<file path="src/hdl/assert_macros.svh">
// ----------------------------------------------------------------------------
// Assertion macros
// Concurrent check wrappers; empty when SYNTHESIS is defined.
// ----------------------------------------------------------------------------
`ifndef ASSERT_MACROS_SVH
`define ASSERT_MACROS_SVH
`ifndef SYNTHESIS
// same-cycle implication
`define FSBP_ASSERT_IMPLY(label, clk, rst_n, ante, cons) \
    label: assert property (@(posedge clk) disable iff (!rst_n) (ante) |-> (cons)) \
        else $error("block planner check failed");
// next-cycle implication
`define FSBP_ASSERT_NEXT(label, clk, rst_n, ante, cons) \
    label: assert property (@(posedge clk) disable iff (!rst_n) (ante) |=> (cons)) \
        else $error("block planner check failed");
`else
`define FSBP_ASSERT_IMPLY(label, clk, rst_n, ante, cons)
`define FSBP_ASSERT_NEXT(label, clk, rst_n, ante, cons)
`endif
`endif

</file>
<file path="src/hdl/fsbp_pkg.sv">
`timescale 1ns / 1ps
// ----------------------------------------------------------------------------
// fsbp_pkg
// Shared constants and types of the file split block planner.
// ----------------------------------------------------------------------------
package fsbp_pkg;

    localparam int MAX_CHUNKS   = 32;
    localparam int MAX_SEGMENTS = 32;
    localparam int MAX_BLOCKS   = 65536;

    localparam int SIZE_W  = 40;  // file size / offsets
    localparam int BS_W    = 31;  // block size
    localparam int ID_W    = 16;
    localparam int SEG_W   = 6;   // segment count
    localparam int SID_W   = 5;   // segment id
    localparam int CHUNK_W = $clog2(MAX_CHUNKS + 1);
    localparam int IDX_W   = $clog2(MAX_BLOCKS + 1);
    localparam int DIV_STEPS = SIZE_W;

    // register indexes of the config port
    localparam logic [1:0] CFG_BLOCK_SIZE    = 2'd0;
    localparam logic [1:0] CFG_SEGMENT_COUNT = 2'd1;
    localparam logic [1:0] CFG_SEGMENT_ID    = 2'd2;

    typedef struct packed {
        logic [SIZE_W-1:0] dividend;
        logic [BS_W-1:0]   divisor;
    } t_div_req;

    typedef struct packed {
        logic [SIZE_W-1:0] quot;
        logic [BS_W-1:0]   rem;
    } t_div_rsp;

endpackage

</file>
<file path="src/hdl/fsbp_div.sv">
`timescale 1ns / 1ps
// ----------------------------------------------------------------------------
// fsbp_div
// Shared restoring divider, one quotient bit per cycle.
// ----------------------------------------------------------------------------
module fsbp_div (
    input  logic                i_clk,
    input  logic                i_rst_n,
    input  logic                i_start,
    input  fsbp_pkg::t_div_req  i_req,
    output logic                o_done,
    output fsbp_pkg::t_div_rsp  o_rsp
);
    import fsbp_pkg::*;

    localparam int CNT_W = $clog2(DIV_STEPS);

    logic              r_busy;
    logic              r_done;
    logic [CNT_W-1:0]  r_cnt;
    logic [BS_W-1:0]   r_rem;
    logic [SIZE_W-1:0] r_quo;
    logic [BS_W-1:0]   r_dvsr;

    logic [BS_W:0]     n_shift;
    logic [BS_W:0]     n_diff;
    logic              n_ge;
    logic [BS_W-1:0]   n_rem;
    logic [SIZE_W-1:0] n_quo;

    // remainder stays below the divisor, so the shifted value fits BS_W+1 bits
    always_comb begin
        n_shift = {r_rem, r_quo[SIZE_W-1]};
        n_diff  = n_shift - {1'b0, r_dvsr};
        n_ge    = (n_shift >= {1'b0, r_dvsr});
        n_rem   = n_ge ? n_diff[BS_W-1:0] : n_shift[BS_W-1:0];
        n_quo   = {r_quo[SIZE_W-2:0], n_ge};
    end

    always_ff @(posedge i_clk) begin
        if (!i_rst_n) begin
            r_busy <= 1'b0;
            r_done <= 1'b0;
            r_cnt  <= '0;
        end else begin
            r_done <= 1'b0;
            if (i_start) begin
                r_busy <= 1'b1;
                r_cnt  <= '0;
                r_rem  <= '0;
                r_quo  <= i_req.dividend;
                r_dvsr <= i_req.divisor;
            end else if (r_busy) begin
                r_rem <= n_rem;
                r_quo <= n_quo;
                r_cnt <= r_cnt + CNT_W'(1);
                if (r_cnt == CNT_W'(DIV_STEPS - 1)) begin
                    r_busy <= 1'b0;
                    r_done <= 1'b1;
                end
            end
        end
    end

    assign o_done = r_done;
    assign o_rsp  = '{quot: r_quo, rem: r_rem};

endmodule

</file>
<file path="src/hdl/file_split_block_planner.sv">
`timescale 1ns / 1ps
// ----------------------------------------------------------------------------
// file_split_block_planner
// Cuts a list of files into block descriptors and pads the table per segment.
// ----------------------------------------------------------------------------
// One file request is taken at a time; o_s_tready is high only while the
// planner is idle. Each file first runs a 40-step division of its size by the
// block size on the shared divider, then one planning step. A plain file then
// emits one descriptor per block (up to 32) at one per cycle while the output
// is not stalled, and holds the input until its last descriptor is registered.
// A file marked tlast also runs the divider twice more on the block count
// (padding remainder, then blocks per segment) plus three set-up steps before
// its first descriptor; its blocks and padding then follow at one per cycle
// while the output is not stalled. Descriptors leave through an output
// register, so a new file can be taken while the final descriptor of the
// previous one still waits. Config writes land at once and must be done
// while the planner is idle.
// ----------------------------------------------------------------------------
`include "assert_macros.svh"

module file_split_block_planner (
    input  logic          i_clk,
    input  logic          i_rst_n,
    // config port
    input  logic          i_cfg_wr_en,
    input  logic [1:0]    i_cfg_index,
    input  logic [30:0]   i_cfg_wdata,
    // file requests
    input  logic          i_s_tvalid,
    output logic          o_s_tready,
    input  logic [55:0]   i_s_tdata,   // file_id[15:0], file_size[55:16]
    input  logic          i_s_tlast,   // last_file
    // block descriptors
    output logic          o_m_tvalid,
    input  logic          i_m_tready,
    // block_index[15:0], owner_file[31:16], file_length[71:32],
    // offset_start[111:72], offset_end[151:112], range_begin[167:152],
    // range_end[184:168], zero[191:185]
    output logic [191:0]  o_m_tdata,
    output logic [2:0]    o_m_tuser,   // block_present[0], too_big[1], range_valid[2]
    output logic          o_m_tlast    // last_of_run
);
    import fsbp_pkg::*;

    localparam int PROD_W = SID_W + IDX_W;

    typedef enum logic [3:0] {
        ST_IDLE,
        ST_DIV_SIZE,
        ST_PLAN,
        ST_DIV_PAD,
        ST_PAD_CALC,
        ST_DIV_PER,
        ST_RANGE_MUL,
        ST_RANGE_END,
        ST_EMIT_ERR,
        ST_EMIT_BLK,
        ST_EMIT_PAD
    } t_state;

    typedef struct packed {
        logic [ID_W-1:0]        block_index;
        logic [ID_W-1:0]        owner_file;
        logic [SIZE_W-1:0]      file_length;
        logic [SIZE_W-1:0]      offset_start;
        logic [SIZE_W-1:0]      offset_end;
        logic                   present;
        logic                   too_big;
        logic                   range_valid;
        logic [ID_W-1:0]        range_begin;
        logic signed [IDX_W-1:0] range_end;
        logic                   last;
    } t_result;

    // config registers
    logic [BS_W-1:0]    r_block_size;
    logic [SEG_W-1:0]   r_seg_count;
    logic [SID_W-1:0]   r_seg_id;

    // sequencer state
    t_state             r_state;
    logic [IDX_W-1:0]   r_next_idx;
    logic               r_div_go;
    t_div_req           r_div_req;
    logic [ID_W-1:0]    r_id;
    logic [SIZE_W-1:0]  r_size;
    logic               r_last;
    logic [BS_W-1:0]    r_bs;
    logic [SEG_W-1:0]   r_sc;
    logic [CHUNK_W-1:0] r_n;
    logic               r_err;
    logic [IDX_W-1:0]   r_tail;
    logic [CHUNK_W-1:0] r_blk;
    logic [SIZE_W-1:0]  r_start;
    logic [SEG_W-1:0]   r_pad;
    logic [IDX_W-1:0]   r_per;
    logic [PROD_W-1:0]  r_prod;
    logic [ID_W-1:0]    r_range_begin;
    logic [IDX_W-1:0]   r_range_end;

    // output register
    logic               r_m_valid;
    t_result            r_m;

    logic               div_done;
    t_div_rsp           div_rsp;

    fsbp_div u_div (
        .i_clk   (i_clk),
        .i_rst_n (i_rst_n),
        .i_start (r_div_go),
        .i_req   (r_div_req),
        .o_done  (div_done),
        .o_rsp   (div_rsp)
    );

    // effective config: zero block size acts as 1, segment count clamped
    logic [BS_W-1:0]  bs_eff;
    logic [SEG_W-1:0] sc_eff;
    always_comb begin
        bs_eff = (r_block_size == '0) ? BS_W'(1) : r_block_size;
        if (r_seg_count == '0)
            sc_eff = SEG_W'(1);
        else if (r_seg_count > SEG_W'(MAX_SEGMENTS))
            sc_eff = SEG_W'(MAX_SEGMENTS);
        else
            sc_eff = r_seg_count;
    end

    always_ff @(posedge i_clk) begin
        if (!i_rst_n) begin
            r_block_size <= BS_W'(16777216);
            r_seg_count  <= SEG_W'(1);
            r_seg_id     <= '0;
        end else if (i_cfg_wr_en) begin
            case (i_cfg_index)
                CFG_BLOCK_SIZE:    r_block_size <= i_cfg_wdata;
                CFG_SEGMENT_COUNT: r_seg_count  <= i_cfg_wdata[SEG_W-1:0];
                CFG_SEGMENT_ID:    r_seg_id     <= i_cfg_wdata[SID_W-1:0];
                default:           ;
            endcase
        end
    end

    // planning: block count from quotient and tail, then limit checks
    logic                 pl_small;
    logic                 pl_tail_gt;
    logic                 pl_big;
    logic [CHUNK_W-1:0]   pl_n;
    logic [IDX_W:0]       pl_sum;
    logic                 pl_err;
    logic [IDX_W-1:0]     pl_tail;
    always_comb begin
        pl_small   = (r_size <= {{(SIZE_W-BS_W){1'b0}}, r_bs});
        pl_tail_gt = (div_rsp.rem > {1'b0, r_bs[BS_W-1:1]});
        pl_big     = !pl_small &&
                     ((|div_rsp.quot[SIZE_W-1:CHUNK_W]) ||
                      (div_rsp.quot[CHUNK_W-1:0] > CHUNK_W'(MAX_CHUNKS)) ||
                      ((div_rsp.quot[CHUNK_W-1:0] == CHUNK_W'(MAX_CHUNKS)) && pl_tail_gt));
        pl_n       = pl_small ? CHUNK_W'(1)
                              : div_rsp.quot[CHUNK_W-1:0] + CHUNK_W'(pl_tail_gt);
        pl_sum     = {1'b0, r_next_idx} + (IDX_W+1)'(pl_n);
        pl_err     = pl_big || (pl_sum > (IDX_W+1)'(MAX_BLOCKS));
        pl_tail    = pl_err ? r_next_idx : pl_sum[IDX_W-1:0];
    end

    // padding count, capped by the room left in the table
    logic [SEG_W-1:0] pd_rem;
    logic [SEG_W-1:0] pd_raw;
    logic [IDX_W-1:0] pd_room;
    logic [SEG_W-1:0] pd_cnt;
    logic [IDX_W-1:0] pd_total;
    always_comb begin
        pd_rem  = div_rsp.rem[SEG_W-1:0];
        pd_raw  = r_sc - pd_rem;
        pd_room = IDX_W'(MAX_BLOCKS) - r_tail;
        if (pd_rem == '0)
            pd_cnt = '0;
        else if (IDX_W'(pd_raw) > pd_room)
            pd_cnt = pd_room[SEG_W-1:0];
        else
            pd_cnt = pd_raw;
        pd_total = r_tail + IDX_W'(pd_cnt);
    end

    // range of the selected segment
    logic              rg_ok;
    logic [PROD_W-1:0] rg_end_sum;
    always_comb begin
        rg_ok      = ({1'b0, r_seg_id} < r_sc) && (r_per != '0);
        rg_end_sum = r_prod + PROD_W'(r_per) - PROD_W'(1);
    end

    // descriptor for the current emit step
    logic              out_free;
    logic              em_blk_last;
    logic              em_final;
    logic [SIZE_W-1:0] em_next_start;
    t_result           em_res;
    always_comb begin
        out_free      = !r_m_valid || i_m_tready;
        em_next_start = r_start + SIZE_W'(r_bs);
        em_blk_last   = (r_blk == r_n - CHUNK_W'(1));
        em_res        = '0;
        em_final      = 1'b0;
        case (r_state)
            ST_EMIT_ERR: begin
                em_res.owner_file  = r_id;
                em_res.file_length = r_size;
                em_res.too_big     = 1'b1;
                em_final           = (r_pad == '0);
            end
            ST_EMIT_BLK: begin
                em_res.block_index  = r_next_idx[ID_W-1:0];
                em_res.owner_file   = r_id;
                em_res.file_length  = r_size;
                em_res.offset_start = r_start;
                em_res.offset_end   = em_blk_last ? r_size : em_next_start;
                em_res.present      = 1'b1;
                em_final            = em_blk_last && (r_pad == '0);
            end
            ST_EMIT_PAD: begin
                em_res.block_index = r_next_idx[ID_W-1:0];
                em_final           = (r_pad == SEG_W'(1));
            end
            default: ;
        endcase
        em_res.last = em_final;
        if (em_final && r_last) begin
            em_res.range_valid = 1'b1;
            em_res.range_begin = r_range_begin;
            em_res.range_end   = r_range_end;
        end
    end

    always_ff @(posedge i_clk) begin
        if (!i_rst_n) begin
            r_state    <= ST_IDLE;
            r_next_idx <= '0;
            r_div_go   <= 1'b0;
            r_m_valid  <= 1'b0;
        end else begin
            r_div_go <= 1'b0;
            if (i_m_tready)
                r_m_valid <= 1'b0;
            case (r_state)
                ST_IDLE: begin
                    if (i_s_tvalid) begin
                        r_id      <= i_s_tdata[ID_W-1:0];
                        r_size    <= i_s_tdata[ID_W+SIZE_W-1:ID_W];
                        r_last    <= i_s_tlast;
                        r_bs      <= bs_eff;
                        r_sc      <= sc_eff;
                        r_div_req <= '{dividend: i_s_tdata[ID_W+SIZE_W-1:ID_W],
                                       divisor: bs_eff};
                        r_div_go  <= 1'b1;
                        r_state   <= ST_DIV_SIZE;
                    end
                end
                ST_DIV_SIZE: begin
                    if (div_done)
                        r_state <= ST_PLAN;
                end
                ST_PLAN: begin
                    r_n     <= pl_n;
                    r_err   <= pl_err;
                    r_tail  <= pl_tail;
                    r_blk   <= '0;
                    r_start <= '0;
                    r_pad   <= '0;
                    if (r_last) begin
                        r_div_req <= '{dividend: SIZE_W'(pl_tail), divisor: BS_W'(r_sc)};
                        r_div_go  <= 1'b1;
                        r_state   <= ST_DIV_PAD;
                    end else begin
                        r_state <= pl_err ? ST_EMIT_ERR : ST_EMIT_BLK;
                    end
                end
                ST_DIV_PAD: begin
                    if (div_done)
                        r_state <= ST_PAD_CALC;
                end
                ST_PAD_CALC: begin
                    r_pad     <= pd_cnt;
                    r_div_req <= '{dividend: SIZE_W'(pd_total), divisor: BS_W'(r_sc)};
                    r_div_go  <= 1'b1;
                    r_state   <= ST_DIV_PER;
                end
                ST_DIV_PER: begin
                    if (div_done)
                        r_state <= ST_RANGE_MUL;
                end
                ST_RANGE_MUL: begin
                    r_per   <= div_rsp.quot[IDX_W-1:0];
                    r_prod  <= PROD_W'(r_seg_id) * PROD_W'(div_rsp.quot[IDX_W-1:0]);
                    r_state <= ST_RANGE_END;
                end
                ST_RANGE_END: begin
                    r_range_begin <= rg_ok ? r_prod[ID_W-1:0] : '0;
                    r_range_end   <= rg_ok ? rg_end_sum[IDX_W-1:0] : '1;
                    r_state       <= r_err ? ST_EMIT_ERR : ST_EMIT_BLK;
                end
                ST_EMIT_ERR: begin
                    if (out_free) begin
                        r_m       <= em_res;
                        r_m_valid <= 1'b1;
                        r_state   <= em_final ? ST_IDLE : ST_EMIT_PAD;
                    end
                end
                ST_EMIT_BLK: begin
                    if (out_free) begin
                        r_m        <= em_res;
                        r_m_valid  <= 1'b1;
                        r_next_idx <= r_next_idx + IDX_W'(1);
                        r_start    <= em_next_start;
                        r_blk      <= r_blk + CHUNK_W'(1);
                        if (em_final)
                            r_state <= ST_IDLE;
                        else if (em_blk_last)
                            r_state <= ST_EMIT_PAD;
                    end
                end
                ST_EMIT_PAD: begin
                    if (out_free) begin
                        r_m        <= em_res;
                        r_m_valid  <= 1'b1;
                        r_next_idx <= r_next_idx + IDX_W'(1);
                        r_pad      <= r_pad - SEG_W'(1);
                        if (em_final)
                            r_state <= ST_IDLE;
                    end
                end
                default: r_state <= ST_IDLE;
            endcase
            // a finished list starts a fresh table
            if (out_free && em_final && r_last)
                r_next_idx <= '0;
        end
    end

    assign o_s_tready = (r_state == ST_IDLE);
    assign o_m_tvalid = r_m_valid;
    assign o_m_tdata  = {7'd0, r_m.range_end, r_m.range_begin, r_m.offset_end,
                         r_m.offset_start, r_m.file_length, r_m.owner_file,
                         r_m.block_index};
    assign o_m_tuser  = {r_m.range_valid, r_m.too_big, r_m.present};
    assign o_m_tlast  = r_m.last;

    `FSBP_ASSERT_NEXT(a_busy_after_accept, i_clk, i_rst_n, i_s_tvalid && o_s_tready, !o_s_tready)
    `FSBP_ASSERT_IMPLY(a_range_on_last, i_clk, i_rst_n, r_m_valid && r_m.range_valid, r_m.last)
    `FSBP_ASSERT_IMPLY(a_err_no_block, i_clk, i_rst_n, r_m_valid && r_m.too_big, !r_m.present)
    `FSBP_ASSERT_IMPLY(a_idx_bound, i_clk, i_rst_n, 1'b1, r_next_idx <= IDX_W'(MAX_BLOCKS))

endmodule
</file>
<file path="config.mk">
export PLATFORM = sky130hd
export DESIGN_NAME = file_split_block_planner
export DESIGN_NICKNAME = d
export VERILOG_FILES = /design/src/hdl/fsbp_pkg.sv /design/src/hdl/fsbp_div.sv /design/src/hdl/file_split_block_planner.sv
export VERILOG_INCLUDE_DIRS = /design/src /design/src/hdl
export SDC_FILE = /design/constraint.sdc
export NUM_CORES = 1
export LEC_CHECK = 0
export ABC_AREA = 1
export BUFFER_PORTS_ARGS = -buffer_cell sky130_fd_sc_hd__buf_2
export CORE_UTILIZATION = 45
export DETAILED_ROUTE_END_ITERATION = 8
export PLACE_DENSITY = 0.72
export SETUP_SLACK_MARGIN = 0.02
export SLEW_MARGIN = 15
export SYNTH_ARGS = -nofsm -noshare
export SYNTH_HDL_FRONTEND = slang
export SYNTH_SLANG_ARGS = --single-unit
</file>
<file path="constraint.sdc">
create_clock -name i_clk -period 45.4 [get_ports i_clk]
set_input_delay 4.54 -clock i_clk [delete_from_list [all_inputs] [get_ports i_clk]]
set_output_delay 4.54 -clock i_clk [all_outputs]
set_load 0.05 [all_outputs]
</file>
Yosys cells after proc, flatten, opt, wreduce, memory -nomap -nowiden. Index checks and enable logic that the tools add are counted.

Bitwise gates (word level): 2. Equal/unequal tests: 26. Multipliers: 1. Order comparisons: 8. Reduce and logical (&&, ||, !) cells: 47. Mux-type cells: 49. Add/subtract/negate cells: 14.

Operators with widths (number): $pmux 71 s3 (1); $mux 40 (4); $mux 71 (2); $mux 31 (3); $pmux 40 s2 (1); $mux 4 (12); $pmux 4 s11 (1); $add 40x31->40 (1); $le 40x31->1 (1); $mux 6 (6); $mux 34 (1); $reduce_or 34->1 (1); $ge 32x31->1 (1); $gt 31x30->1 (1); $logic_not 31->1 (1); $sub 31x31->31 (1); $add 17x6->18 (1); $gt 18x17->1 const B (1); $logic_not 6->1 (3); $pmux 6 s3 (1); $reduce_and 2->1 (9); $add 17x1->17 const B (1); $add 17x17->17 (1); $add 17x6->17 (1); 40 further kinds (91).

Logic and storage cells: 189. Input port bits: 95. Output and inout port bits: 198. Register bits after elaboration: 672.

Longest topological paths before layout.
Depth after elaboration: 9. Mapped depth: 36. Gate-level depth less buffers: 36.

By module. Synthesis repeated with hierarchy kept, for this count alone.

Cell total of the unflattened synthesis: 4166. Area total of the unflattened synthesis: 37483.4 µm².

By module, submodules not included: file_split_block_planner (area an instance 30375.4 µm², times used 1, seq. area each 16225.6 µm², cells an instance 3230); fsbp_div (area an instance 7108.1 µm², times used 1, seq. area each 3223.1 µm², cells an instance 936).

Worst setup path after synthesis. Ideal clock, no wire load.

Path kind: input-to-reg. From: input i_rst_n. To: register r_m (netlist bit o_m_tdata[0]) (enable). Path buffers: 1. Stages on the path: 3. Data required time: 44.429 ns. Setup slack: 26.678 ns. Setup time: 0.971 ns. Arrival time: 17.751 ns. Cell sequence: clkbuf_1 -> inv_1 -> nor3_1.

Word-level cells in the longest chain between the ends: 1.

Ends and longest elaborated chain: start: declaration (RTL line file_split_block_planner.sv:23) `input logic i_rst_n,`; $reduce_and 3->1 (no source line); end signal: assignment (RTL line file_split_block_planner.sv:305) `r_m <= em_res;`; end signal: assignment (RTL line file_split_block_planner.sv:312) `r_m <= em_res;`; end signal: assignment (RTL line file_split_block_planner.sv:325) `r_m <= em_res;`; end: declaration (RTL line file_split_block_planner.sv:103) `t_result r_m;`.

No other way between the ends. A chain may end at the register's enable or synchronous reset.

Worst setup path in the final report.
From: input i_rst_n. To: register r_m (netlist bit o_m_tdata[62]) (enable).

The elaborated chain is that of the path after synthesis.

==> metrics.md <==
| Metric | Value |
|---|---|
| Cell at the root of the clock tree | sky130_fd_sc_hd__clkbuf_16 |
| Insertion delay of the later-clocked pin in the worst-skew pair | 0.64 ns |
| Via count normalized by instance count | 5.244 |
| Port buffer count | 285 |
| Classification of the worst-slack hold path | reg2reg |
| Fraction of post-synthesis cell area in the top cell type by area | 49.26% |
| XOR/XNOR share of the synthesized area | 2.927% |
| List of cells traversed by the critical path | buf_2 -> buf_4 -> inv_1 -> nor3_2 -> buf_4 -> buf_4 -> buf_4 |
| Number of buffers added by the clock tree synthesis step | 73 |
| Cell mode on critical path | sky130_fd_sc_hd__buf_4 |
| Number of cell rows | 104 |
| Total GRT Usage | 23.74% |
| Dominant cell by count in the synthesized netlist | sky130_fd_sc_hd__nand2_1 |
| Setup repair after global routing missed its margin | no |
| Length of the first detailed-routing pass in iterations | 5 |
| Number of enable flip-flop cells after synthesis | 599 |
| Total global routing overflow | 0 |
| Count of maximum capacitance violations | 0 |
| Max Fclk | 120.0 MHz |
| DRC errors left | 0 |
| Count of cells along the worst hold path | 0 |
| Design Power | 2025 uW |
| Max_slew headroom | 23.43% |
| First-pass GRT wire length | 148900 um |
| Vertical extent of the die | 286.8 um |
| Count of yosys warnings during synthesis | 0 |
| Layout Skew | 0.05129 ns |
| Worst voltage drop across the vdd grid | 0.00003166 V |
| Gate count after technology mapping | 3897 |
| Cell with the largest stage delay on the worst path | sky130_fd_sc_hd__nor3_2 |
| Arrival @ worst endpoint | 8.57 ns |
| Pin count of the biggest net entering global routing | 84 |
| Worst Setup Start Kind | input port |
| Post-DP HPWL | 76190 um |
| Main combinational cell family by area after synthesis | simple AND/OR/NAND/NOR gates |
| Critical Path Max Stage Delay | 0.95 ns |
| Depth of the CTS H-tree | 3 |
| Number of global-route vias before repair | 26630 |
| Diodes inserted | 0 |
| Post-synthesis sequential area ratio | 53.27% |
| Crit Path Max Fanout | 73 |
| Cell area after placement | 38980 um2 |
| Post-CTS Setup Bufs | 0 |
| Logic depth of the worst register-to-register path | 31 |
| Floorplan Core Area | 80420 um2 |
| Clk buf depth | 3 |
| Most used flip-flop cell after synthesis | sky130_fd_sc_hd__edfxtp_1 |
| Cell types occupying the most area after synthesis | sky130_fd_sc_hd__edfxtp_1 (49%), sky130_fd_sc_hd__ha_1 (7.2%), sky130_fd_sc_hd__nand2_1 (7.1%) |
| Number of resized instances in the post-cts repair step | 0 |
| TritonCTS clock tree | built |
| Tightest Pin Transition | 1.142 ns |
| Area of the mapped netlist | 36510 um2 |
| Setup violators final | 0 |
| Antenna violations before repair | 4 |
| Final Hold Violating Endpoints | 0 |
| R2R setup slack | 39.51 ns |
| Ratio of total power to cell area | 48.98 nW/um2 |
| Routed length per instance | 18.87 um |
| Final critical-path share of the clock period | 18.35% |
| Mean instance size in the synthesized netlist | 9.369 um2 |
| Global placer's final weighted congestion | 0.9778 |
| Required time of the critical path | 45.64 ns |
| Number of register bits inferred by synthesis | 672 |
| Adder and majority gate portion of the synthesized area | 9.575% |
| Leakage power of the design | 0.01857 uW |
| Minimum clock period | 8.331 ns |
| Share of cells above drive strength 1 | 12.05% |
| Sinks on the clock net | 672 |
| I/O pin count | 293 |
| Initial core utilization | 45.40% |
| Hold bufs inserted after CTS | 0 |
| DRT antenna net count | 0 |
| Clock Pin Slew Worst Setup and Hold Paths | 0.06 ns |
| Number of distinct library cell variants in the gate-level netlist after synthesis | 59 |
| Library cell occupying the most area in the post-synthesis netlist | sky130_fd_sc_hd__edfxtp_1 |
| Fraction of synthesized area in multiplexers | 0% |
| Worst R2R Start | u_div.r_rem[0] |
| Util after Layout | 51.41% |
| Hold Crit Endpoint | u_div.r_dvsr[8] |
| Count of final max-slew check failures | 0 |
| Final net count | 4507 |
| Overall die width | 286.8 um |
| Capturing element type of the critical path | flop |
| Share of synthesized cell area in and, or, nand and nor gates | 16.77% |
| Hold slack | 0.4028 ns |
| Wire length after detailed routing | 99540 um |
| Result of the run | finished, final reports clean |
| Synthesized-area fraction occupied by ao, oa, aoi and oai cells | 8.872% |
| DR vias | 27670 |
| Worst setup path category | in2reg |
| Setup total negative slack | 0 ns |
| Post-route cell area | 41340 um2 |
| Terminus of the critical flop-to-flop path | r_div_req[45] |
| Initial detailed-routing violation count | 2265 |
| Launch point of the worst hold path | r_div_req[8] |
| Most instantiated cells after synthesis | sky130_fd_sc_hd__nand2_1 (691), sky130_fd_sc_hd__inv_1 (670), sky130_fd_sc_hd__edfxtp_1 (599) |
| Syn-to-layout area delta | 13.22% |
| Die area | 82280 um2 |
| Async S/R FF share, synth | 0% |
per-stage QoR:
stage / setup WS (ns) / instances
6_report: 37.07 / 5276
5_1_grt: 36.89 / 5276
4_1_cts: 37.11 / 5276
3_5_place_dp: 36.44 / 5144
3_3_place_gp: 36.55 / 5144
2_1_floorplan: 26.68 / 3903
worst max-delay path by stage:
stage	start	end	depth (start not counted)
after global placement	i_rst_n	o_m_tdata[68]	7
after floorplan	i_rst_n	o_m_tdata[0]	3
final	i_rst_n	o_m_tdata[62]	7
after CTS	i_rst_n	o_m_tdata[62]	7
after global routing	i_rst_n	o_m_tdata[140]	7
after detailed placement	i_rst_n	o_m_tdata[68]	7
metal layers:
metal	up-vias	part of all wire (%)	GRT usage, %
met1	13120	40	29.03
li1	13370	-	-
met3	204	6.4	3.317
met4	4	4.7	11.26
met2	961	49	41.30
met5	-	0.023	0
where the power goes:
part           internal (uW)  switching, uW
clock network            339            246
registers                789           61.1
logic                    185            404
logic make-up (layout without fill, tap and decap cells):
group,count (synthesis),after routing
compound gates,571,571
xor+xnor,122,122
other cells,1,7
fa+ha+maj,253,253
simple gates,1462,1462
buf+inv,816,1129
flops,672,672
layout by cell type (no fill, tap or decap), types with 11 or more instances in the layout:
| cell | synthesis | routed |
|---|---|---|
| sky130_fd_sc_hd__clkbuf_16 | 0 | 73 |
| sky130_fd_sc_hd__nand4_1 | 51 | 51 |
| sky130_fd_sc_hd__clkbuf_1 | 100 | 15 |
| sky130_fd_sc_hd__fa_1 | 44 | 44 |
| sky130_fd_sc_hd__o21ai_0 | 184 | 184 |
| sky130_fd_sc_hd__ha_1 | 209 | 209 |
| sky130_fd_sc_hd__nor4_1 | 22 | 22 |
| sky130_fd_sc_hd__edfxtp_1 | 599 | 599 |
| sky130_fd_sc_hd__o21bai_1 | 16 | 16 |
| sky130_fd_sc_hd__xor2_1 | 82 | 82 |
| sky130_fd_sc_hd__o21ai_2 | 12 | 12 |
| sky130_fd_sc_hd__clkinv_1 | 7 | 15 |
| sky130_fd_sc_hd__o21bai_2 | 11 | 11 |
| sky130_fd_sc_hd__o22ai_1 | 31 | 31 |
| sky130_fd_sc_hd__nand2_1 | 691 | 690 |
| sky130_fd_sc_hd__buf_2 | 10 | 285 |
| sky130_fd_sc_hd__nand3_1 | 101 | 101 |
| sky130_fd_sc_hd__buf_4 | 9 | 22 |
| sky130_fd_sc_hd__nor2_1 | 480 | 475 |
| sky130_fd_sc_hd__clkinv_2 | 0 | 14 |
| sky130_fd_sc_hd__inv_2 | 13 | 14 |
| sky130_fd_sc_hd__inv_1 | 670 | 669 |
| sky130_fd_sc_hd__o21ai_1 | 18 | 18 |
| sky130_fd_sc_hd__a21oi_1 | 231 | 229 |
| sky130_fd_sc_hd__and3_1 | 11 | 11 |
| sky130_fd_sc_hd__xnor2_1 | 40 | 40 |
| sky130_fd_sc_hd__nor3_1 | 47 | 46 |
| sky130_fd_sc_hd__a21o_1 | 11 | 11 |
| sky130_fd_sc_hd__a31oi_1 | 14 | 13 |
| sky130_fd_sc_hd__dfxtp_1 | 73 | 72 |
flip-flops by register name, summed over array words and instances (netlist names), 31 cells and up:
signal and cells:
o_m_tdata 185, r_div_req 71, r_size 40, r_start 40, u_div.r_quo 40, r_block_size 31, r_bs 31, u_div.r_dvsr 31
u_div.r_rem 31
critical path, delay by kind of cell:
family	cells	cell delay, ns
and+or+nand+nor	1	0.95
buffers and inverters	6	2.89
cell type report:
cell class,count,area [um2]
flip-flops and latches,672,19450
fillers,7277,39080
clock buffers,92,1938
well taps,1060,1326
inverters,690,2590
repair buffers,307,1592
clock inverters,40,417.9
multi-input cells,2415,14030
(Power assumes the default switching activity.)
